$ cat config.mk
export PLATFORM = sky130hd
export DESIGN_NAME = tst_ram
export DESIGN_NICKNAME = d
export VERILOG_FILES = /design/src/sv/tst_ram.sv
export SDC_FILE = /design/constraint.sdc
export NUM_CORES = 1
export LEC_CHECK = 0
export ABC_CLOCK_PERIOD_IN_PS = 3400
export BUFFER_PORTS_ARGS = -buffer_cell sky130_fd_sc_hd__buf_2
export CORE_MARGIN = 2
export CORE_UTILIZATION = 50
export CTS_CLUSTER_SIZE = 24
export DETAILED_ROUTE_END_ITERATION = 16
export PLACE_DENSITY_LB_ADDON = 0.2
export SYNTH_ARGS = -nofsm -noshare
export SYNTH_HDL_FRONTEND = slang
export SYNTH_SLANG_ARGS = --single-unit
$ cat constraint.sdc
create_clock -name i_clk -period 3.4 [get_ports i_clk]
set_input_delay 0.51 -clock i_clk [delete_from_list [all_inputs] [get_ports i_clk]]
set_output_delay 0.51 -clock i_clk [all_outputs]
set_load 0.02 [all_outputs]
$ cat src/sv/tst_ram.sv
// ----------------------------------------------------------------------------
// tst_ram: generic single-port-write, registered-read RAM
// One write and one read per cycle; read data is registered, valid in the cycle after the address.
// ----------------------------------------------------------------------------
`default_nettype none

module tst_ram #(
    parameter int WIDTH = 8,
    parameter int DEPTH = 16
) (
    input  wire                      i_clk,
    input  wire                      i_we,
    input  wire [$clog2(DEPTH)-1:0]  i_waddr,
    input  wire [WIDTH-1:0]          i_wdata,
    input  wire [$clog2(DEPTH)-1:0]  i_raddr,
    output logic [WIDTH-1:0]         o_rdata
);

    logic [WIDTH-1:0] r_mem [DEPTH];

    always_ff @(posedge i_clk) begin
        if (i_we) begin
            r_mem[i_waddr] <= i_wdata;
        end
        o_rdata <= r_mem[i_raddr];
    end

endmodule

`default_nettype wire

==> metrics.md <==
| Metric | Value |
|---|---|
| DP Wirelength | 5.63 mm |
| Crit start category | input pin |
| Vias in the first global route | 2385 |
| Fillers | 707 |
| CTS sink count | 136 |
| Num CTS Buffers | 17 |
| Pre-CTS setup slack | 1190 ps |
| HP Class | in2reg |
| Largest net degree at the start of global routing | 33 |
| Design internal power | 3.04 mW |
| Sequential share of power | 49.7% |
| Post-synthesis register bit count | 136 |
| Drt drc | 0 |
| Lkg Pwr | 2.01 nW |
| Initial drt markers | 107 |
| Setup-failing EPs final | 0 |
| Clk_lat worst skew | 510 ps |
| Register area share after synthesis | 77.8% |
| Setup Buffers After CTS | 0 |
| Worst Path Max Fanout | 20 |
| Max-cap viol count | 0 |
| Critical path data arrival time | 2080 ps |
| Worst vdd ir | 0.276 mV |
| Syn_nets | 247 |
| Initial antenna violation count | 1 |
| Total power | 3.79 mW |
| CP required | 3790 ps |
| Post-route setup slack | 1700 ps |
| Core ar. | 0.0101 sq mm |
| Io pins | 26 |
| Hold_ws | 383 ps |
| RSZ-0062 raised after global routing | false |
| Layout area overhead | 16.6% |
| Starting Density | 50.8% |
| Hold buffer count at CTS | 0 |
| Via density | 5.52 |
| Average routed wire per standard cell | 22.4 um |
| Netlist cell types | 19 |
| Switching Share | 19.8% |
| Die span in x | 105 um |
| Layout net count | 289 |
| Vias | 2326 |
| Fin. Hold Viols | 0 |
| Maximum clock rate | 0.590 GHz |
| Status | complete, no violations |
| First-pass GRT wire length | 14.5 mm |
| Remaining antenna violation count | 0 |
| Root buffer cell | clkbuf_8 |
| Worst slew pin tran | 979 ps |
| Syn_area_per_cell | 22.5 sq um |
| GR Util All Layers | 18.7% |
| Maximum clock insertion buffer count | 2 |
| Period utilization | 49.9% |
| Final slew viol count | 0 |
| Clk_skew | 7.44 ps |
| Crit Path Class | in2reg |
| Resized Gates After CTS | 0 |
| PortBufs | 25 |
| Clock power share | 45.7% |
| Clock Pin Slew Worst Setup and Hold Paths | 60 ps |
| WL final | 9.44 mm |
| Setup_tns | 0 ps |
| Cell area after synthesis | 0.00515 sq mm |
| CP Capture Type | register |
| Power per cell area | 632 mW/mm^2 |
| Std cell rows | 37 |
| Syn Inst Count | 229 |
| Max_slew headroom | 34.5% |
| First-pass iteration count of the detailed router | 4 |
| Share of cells above drive strength 1 | 28.2% |
| Height of the die | 105 um |
| Synth warnings | 0 |
| Htree depth | 4 |
| Final min period | 1700 ps |
| RD Place Congestion | 0.730 |
| Comb pwr share | 4.6% |
| Gr ovfl total | 0 |
| Total die area | 0.0111 sq mm |
| Switching Power | 0.751 mW |
| CTS tree | done |
## cell families after synthesis
| group | after synthesis | share of synthesized area, % |
|---|---|---|
| buffers and inverters | 10 | 1.68 |
| multiplexers | 32 | 15.0 |
| AO/OA/AOI/OAI | 16 | 2.33 |
| flip-flops | 136 | 77.8 |
| AND/OR/NAND/NOR | 35 | 3.18 |
## path summary, 6_finish.rpt
kind / from / endpoint / slack, ps / depth (start not counted)
hold / removal: i_wdata[0] / r_mem[8][0]$_DFFE_PP_ / 380 / 1
setup reg to reg: r_mem[1][5]$_DFFE_PP_ / o_rdata[5]$_DFF_P_ / 2040 / 3
hold reg to reg: r_mem[14][5]$_DFFE_PP_ / o_rdata[5]$_DFF_P_ / 680 / 3
setup / recovery: i_raddr[0] / o_rdata[1]$_DFF_P_ / 1700 / 5
## worst max-delay path, cell delays in order
cell and delay, ps:
buf_2 360, buf_12 260, mux4_1 560, a22oi_1 270
nand2_1 110
## stage by stage
stage / util [%] / cell area [sq um] / cells
floorplan: - / 5150 / 229
global placement: 53.5 / 5430 / 388
CTS: 59.2 / 6000 / 420
finish: 59.2 / 6000 / 421
detailed placement: 53.5 / 5430 / 388
global route: 59.2 / 6000 / 420
## Yosys cell counts (all sizes together)
cell | count | share of area (%)
or3b | 1 | 0.17
nand3b | 2 | 0.29
and2b | 1 | 0.15
edfxtp | 128 | 75
mux4 | 32 | 15
buf | 7 | 1.1
nor2b | 1 | 0.12
and2 | 1 | 0.12
clkdlybuf4s25 | 3 | 0.58
nor2 | 13 | 0.95
a22oi | 16 | 2.3
nand2 | 9 | 0.66
nor3 | 4 | 0.39
dfxtp | 8 | 3.1
nand3 | 1 | 0.097
nand2b | 2 | 0.24
## power groups by stage
stage / Combinational [mW] / Sequential (mW) / Clock (mW)
6_report: 0.176 / 1.89 / 1.73
5_1_grt: 0.192 / 1.89 / 1.82
4_1_cts: 0.179 / 1.89 / 1.76
3_5_place_dp: 0.178 / 1.92 / 0
3_3_place_gp: 0.177 / 1.92 / 0
2_1_floorplan: 0.0951 / 1.93 / 0
## layer usage
layer  up-vias  GRT usage (%)  share of wire (%)
met5         -              0                  0
met2        54           28.3                 49
met4         0           8.57                1.6
met1      1201           26.3                 46
met3        12           4.27                3.9
li1       1059              -                  -
## layout make-up
cell class                      count  area, sq um  share of cell area (%)
Sequential cell                   136         4000                    66.7
Tap cell                          136          170                    2.84
Clock inverter                      8         97.6                    1.63
Antenna cell                        1         2.50                  0.0417
Timing Repair Buffer               33          198                    3.30
Clock buffer                       24          470                    7.84
Multi-Input combinational cell     83         1060                    17.6
## cells in the final DEF, fill, tap and decap left out, drive strengths merged
cell type,n
nor2,13
clkinvlp,3
mux4,32
and2,1
nor2b,1
a22oi,16
nand2b,2
edfxtp,128
or3b,1
dfxtp,8
nor3,4
nand3,1
clkinv,3
nand2,9
buf,33
clkbuf,24
nand3b,2
and2b,1
diode,1
bufinv,2
## flip-flops by register name, summed over array words and instances (netlist names)
name	flops
o_rdata	8
r_mem	128
Power figures use the tool's default switching activity.
