`src/sv/tst_pkg.sv`:
```
// ----------------------------------------------------------------------------
// tst_pkg: shared types and constants
// Command codes, slot record layout and packed widths for the table unit.
// ----------------------------------------------------------------------------
`default_nettype none

package tst_pkg;

    // bucket count; a power of two so the bucket index wraps by truncation
    localparam int TABLE_BUCKETS = 4096;

    localparam logic [2:0] CMD_LOOKUP    = 3'd0;
    localparam logic [2:0] CMD_UPDATE    = 3'd1;
    localparam logic [2:0] CMD_CLEAR     = 3'd2;
    localparam logic [2:0] CMD_RST_MID   = 3'd3;
    localparam logic [2:0] CMD_RST_WL    = 3'd4;
    localparam logic [2:0] CMD_RST_EXACT = 3'd5;

    localparam logic [1:0] CFG_ENABLE = 2'd0;
    localparam logic [1:0] CFG_INF    = 2'd1;
    localparam logic [1:0] CFG_MID_LO = 2'd2;
    localparam logic [1:0] CFG_MID_HI = 2'd3;

    localparam logic [6:0] EXACT_EMPTIES = 7'd59;

    typedef struct packed {
        logic [63:0]        black;
        logic [63:0]        white;
        logic signed [31:0] lower;
        logic signed [31:0] upper;
        logic signed [7:0]  move;
        logic [6:0]         empties;
    } t_slot;

    localparam int SLOT_W   = $bits(t_slot);
    localparam int BUCKET_W = 2 * SLOT_W;

    typedef struct packed {
        logic [2:0]         command;
        logic [63:0]        black;
        logic [63:0]        white;
        logic signed [31:0] alpha;
        logic signed [31:0] beta;
        logic signed [31:0] score;
        logic [6:0]         empties;
        logic signed [7:0]  move;
    } t_req;

    // in tdata: 3+12+64+64+32*3+7+8 = 254 -> 256
    localparam int IN_W  = 256;
    // out tdata: 1+1+32+32+8+7 = 81 -> 88
    localparam int OUT_W = 88;

endpackage

`default_nettype wire

```
`src/sv/tst_bucket_logic.sv`:
```
// ----------------------------------------------------------------------------
// tst_bucket_logic: bucket read-modify-write datapath
// Matches the key against both slots, narrows bounds, picks replacement,
// and builds the lookup result. Pure combinational.
// ----------------------------------------------------------------------------
`default_nettype none

module tst_bucket_logic (
    input  wire tst_pkg::t_req   i_req,
    input  wire tst_pkg::t_slot  i_deep,
    input  wire tst_pkg::t_slot  i_new,
    input  wire             i_enable,
    input  wire [30:0]      i_inf,
    output tst_pkg::t_slot  o_deep,
    output tst_pkg::t_slot  o_new,
    output logic            o_write,
    output logic [80:0]     o_result
);
    import tst_pkg::*;

    logic               deep_hit, new_hit;
    logic signed [31:0] inf_s;
    logic signed [31:0] fr_lo, fr_hi;
    t_slot              fresh_slot;

    assign deep_hit = (i_deep.black == i_req.black) && (i_deep.white == i_req.white);
    assign new_hit  = (i_new.black == i_req.black) && (i_new.white == i_req.white);
    assign inf_s    = {1'b0, i_inf};

    always_comb begin
        fr_lo = (i_req.score > i_req.alpha) ? i_req.score : -inf_s;
        fr_hi = (i_req.score < i_req.beta) ? i_req.score : inf_s;
        fresh_slot = '{black: i_req.black, white: i_req.white, lower: fr_lo,
                       upper: fr_hi, move: i_req.move, empties: i_req.empties};
    end

    always_comb begin
        o_deep   = i_deep;
        o_new    = i_new;
        o_write  = 1'b0;
        o_result = '0;
        case (i_req.command)
            CMD_LOOKUP: begin
                if (deep_hit) begin
                    o_result = {i_deep.empties, i_deep.move, i_deep.upper,
                                i_deep.lower, 1'b0, 1'b1};
                end else if (new_hit) begin
                    o_result = {i_new.empties, i_new.move, i_new.upper,
                                i_new.lower, 1'b1, 1'b1};
                end
            end
            CMD_UPDATE: begin
                if (i_enable) begin
                    o_write = 1'b1;
                    if (deep_hit) begin
                        if (i_req.score < i_req.beta && i_req.score < i_deep.upper)
                            o_deep.upper = i_req.score;
                        if (i_req.score > i_req.alpha && i_req.score > i_deep.lower)
                            o_deep.lower = i_req.score;
                        o_deep.move = i_req.move;
                    end else if (new_hit) begin
                        if (i_req.score < i_req.beta && i_req.score < i_new.upper)
                            o_new.upper = i_req.score;
                        if (i_req.score > i_req.alpha && i_req.score > i_new.lower)
                            o_new.lower = i_req.score;
                        o_new.move = i_req.move;
                    end else if (i_deep.empties < i_req.empties) begin
                        if (i_new.empties < i_deep.empties) begin
                            o_new = i_deep;
                        end
                        o_deep = fresh_slot;
                    end else if (i_new.empties < i_req.empties) begin
                        o_new = fresh_slot;
                    end
                end
            end
            default: begin
            end
        endcase
    end

endmodule

`default_nettype wire

```
`config.mk`:
```
export PLATFORM = sky130hd
export DESIGN_NAME = tst_bucket_logic
export DESIGN_NICKNAME = d
export VERILOG_FILES = /design/src/sv/tst_pkg.sv /design/src/sv/tst_bucket_logic.sv
export SDC_FILE = /design/constraint.sdc
export NUM_CORES = 2
export LEC_CHECK = 0
export ABC_AREA = 1
export BUFFER_PORTS_ARGS = -buffer_cell sky130_fd_sc_hd__buf_2
export CAP_MARGIN = 15
export CORE_AREA = 2 2 460 462
export DETAILED_ROUTE_END_ITERATION = 8
export DIE_AREA = 0 0 462 464
export GPL_TIMING_DRIVEN = 0
export PLACE_DENSITY = 0.3
export SLEW_MARGIN = 20
export SYNTH_ARGS = -nofsm -noshare
export SYNTH_HDL_FRONTEND = slang
export SYNTH_SLANG_ARGS = --single-unit
```
`constraint.sdc`:
```
create_clock -name vclk -period 3.81
set_input_delay 0 -clock vclk [all_inputs]
set_output_delay 0 -clock vclk [all_outputs]
set_load 0.02 [all_outputs]
```
==> run_results.csv <==
group,metric,value,unit
outcome,outcome,"finished, final reports clean",
finish,area_growth,42.46,%
worst_setup_path,cp_max_fo,10,
logic_synthesis,synth_area,23230,sq um
power_and_ir_drop,comb_power_share,100.0,%
logic_synthesis,yosysMostFrequentCell,"nand2_1",
routing,wl,277.9,mm
hold_path,hp-class,"primary input to output port",
routing,viasPerCell,4.398,
finish,nClkBuffers,0,
finish,seq_cells,0,
timing,maxSlewHeadroom,15.77,%
power_and_ir_drop,power_density,169.8,nW/um^2
timing,drv_slew,0,
finish,multi_input_area,19330,sq um
worst_setup_path,slowest_stage,"o21ai_1",
timing,setup_viol,0,
power_and_ir_drop,internal_power,1.559,mW
routing,wl_per_cell,31.69,um
timing,rsz0062_at_grt,"no",
floorplan,rows,168,
floorplan,die_x,462,um
power_and_ir_drop,leakage,18.22,nW
logic_synthesis,ys.warnings.count,0,
timing,hold_viol_final,0,
timing,post-route-period-util,96.68,%
floorplan,die_area,214400,sq um
logic_synthesis,syn_inst,4717,
power_and_ir_drop,power_switching,4.062,mW
run,max-cap-violations,0,
place,placed_cell_area,32770,sq um
logic_synthesis,synth_commonest_cells,"1592 x nand2_1, 736 x inv_1, 396 x nand3_1",
worst_setup_path,startpoint,"i_req[14]",
worst_setup_path,worst_ep_required_time,3.81,ns
clock_tree,hold_buffers,0,
finish,nNetsFinal,6803,
worst_setup_path,crit_chain,"buf_2, inv_1, ha_1, a21oi_1, o21a_1, nand2_2, inv_1, clkdlybuf4s15_2, nand2_4, clkbuf_1, o21ai_1, buf_2",
finish,fillers,25150,
routing,firstDrtPassIters,6,
worst_setup_path,worst_setup_path_end_kind,"output port",
floorplan,initial_core_util,11.11,%
logic_synthesis,avgSynthCellArea,4.925,sq um
routing,ant_nets,0,
global_route,grtUsageTotal,24.59,%
power_and_ir_drop,power_frac_seq,0,%
place,gp_congestion,1.005,
global_route,grt_pass1_wl,355.1,mm
floorplan,core,209200,sq um
power_and_ir_drop,swShare,72.26,%
global_route,antenna_found_initial,203,
logic_synthesis,synth_area_leaders,"nand2_1 26%, inv_1 12%, ha_1 11%",
global_route,grt_pass1_vias,36790,
worst_setup_path,arrival,3.68,ns
place,hpwl,248.6,mm
power_and_ir_drop,clockPowerShare,0,%
timing,worst_pin_slew,1.264,ns
global_route,grt_max_degree,11,
routing,drcViolationCount,0,
worst_setup_path,cpPeakStageDelay,0.69,ns
floorplan,die_h,464,um
logic_synthesis,yosysSeqAreaShare,0,%
worst_setup_path,critPathKind,"primary input to output port",
routing,vias,38570,
logic_synthesis,synth.largest_area_cell,"nand2_1",
finish,final_area,33100,sq um
logic_synthesis,synth_cell_type_count,48,
global_route,overflow,0,
floorplan,ios,1184,
routing,drt_iter0_markers,3576,
place,portBuffers,1184,
logic_synthesis,synth_nets,5613,
finish,final_layout_size_suffix_gt1_share,23.98,%
timing,post-route-min-period,3.683,ns
worst_setup_path,crit_end,"o_deep[145]",
finish,seqCellArea,0,sq um
logic_synthesis,yosysTopAreaCellShare,25.72,%
timing,fmax,271.5,MHz
power_and_ir_drop,ir_drop,0.07467,mV
worst_setup_path,critPathLaunchType,"primary input",
finish,postLayoutCoreUtil,15.82,%
[cell type report]
| cell class | count | share of cell area, % |
|---|---|---|
| Multi-Input combinational cell | 3685 | 58.41 |
| Timing Repair Buffer | 1188 | 18.13 |
| Tap cell | 2805 | 10.60 |
| Inverter | 782 | 8.869 |
| Buffer | 250 | 3.539 |
| Antenna cell | 60 | 0.4537 |
[layer usage]
| metal | vias up | wire [um] | GRT usage, % | share of wire (%) |
|---|---|---|---|---|
| met2 | 1910 | 143400 | 46.25 | 52 |
| met1 | 18290 | 97360 | 25.80 | 35 |
| met4 | 130 | 15550 | 11.19 | 5.6 |
| li1 | 17750 | - | - | - |
| met3 | 490 | 20730 | 5.160 | 7.5 |
| met5 | - | 823 | 0 | 0.30 |
[worst min path at each step]
stage / end / start / depth (start not counted)
floorplan: o_deep[114] / i_deep[114] / 2
global placement: o_new[67] / i_new[67] / 4
detailed placement: o_new[67] / i_new[67] / 4
CTS: o_new[67] / i_new[67] / 4
global route: o_new[67] / i_new[67] / 4
finish: o_new[67] / i_new[67] / 4
[critical path, delay by kind of cell]
| family | cells | cell delay, ns |
|---|---|---|
| simple gates | 2 | 0.40 |
| fa+ha+maj | 1 | 0.31 |
| compound gates | 3 | 1.00 |
| buf+inv | 6 | 1.94 |
[power by group through the flow]
stage                      Clock (mW)  Combinational [mW]  Sequential [mW]
after CTS                           0                5.61                0
after detailed placement            0                5.58                0
final                      0.00000174                5.62                0
after floorplan                     0                2.75                0
after global routing      0.000000934                6.00                0
after global placement              0                5.56                0
[placed cells by master (no fill, tap or decap), drive strengths merged, types with 18 or more instances in the layout]
cell type  netlist  final
buf            129   1311
or2             19     19
a22oi           27     27
nor3            54     54
o211ai          18     18
nor2           287    287
xor2            26     26
ha             208    208
nand4           68     68
xnor2          134    134
inv            779    779
clkbuf         121    126
diode            0     60
a21oi          227    227
nand3          396    396
o32ai           71     71
nand2         1603   1603
o22ai          164    164
o21ai          333    333
[per-stage QoR]
step           setup TNS [ns]  std cells  total power [mW]  hold WS, ns  setup slack, ns
5_1_grt                     0       8736             6.004       0.3864         0.003816
3_3_place_gp          -104.56       8706             5.562       0.3664           -1.024
6_report                    0       8770             5.621       0.3667           0.1266
2_1_floorplan               0       4717             2.748       0.1691            1.789
3_5_place_dp           -72.39       8710             5.582       0.3664           -1.036
4_1_cts                     0       8710             5.614       0.3670         0.007225
[cell families after synthesis]
| kind of cell | synth area share (%) |
|---|---|
| fa+ha+maj | 11.20 |
| simple gates | 43.62 |
| compound gates | 21.66 |
| buf+inv | 17.49 |
| xor+xnor | 6.032 |
[what timing repair did]
action / CTS / global route
hold endpoints to repair: 0 / 0
setup endpoints to repair: 263 / 45
setup buffers: 0 / 0
resized for setup: 64 / 18
Power figures use the tool's default switching activity.
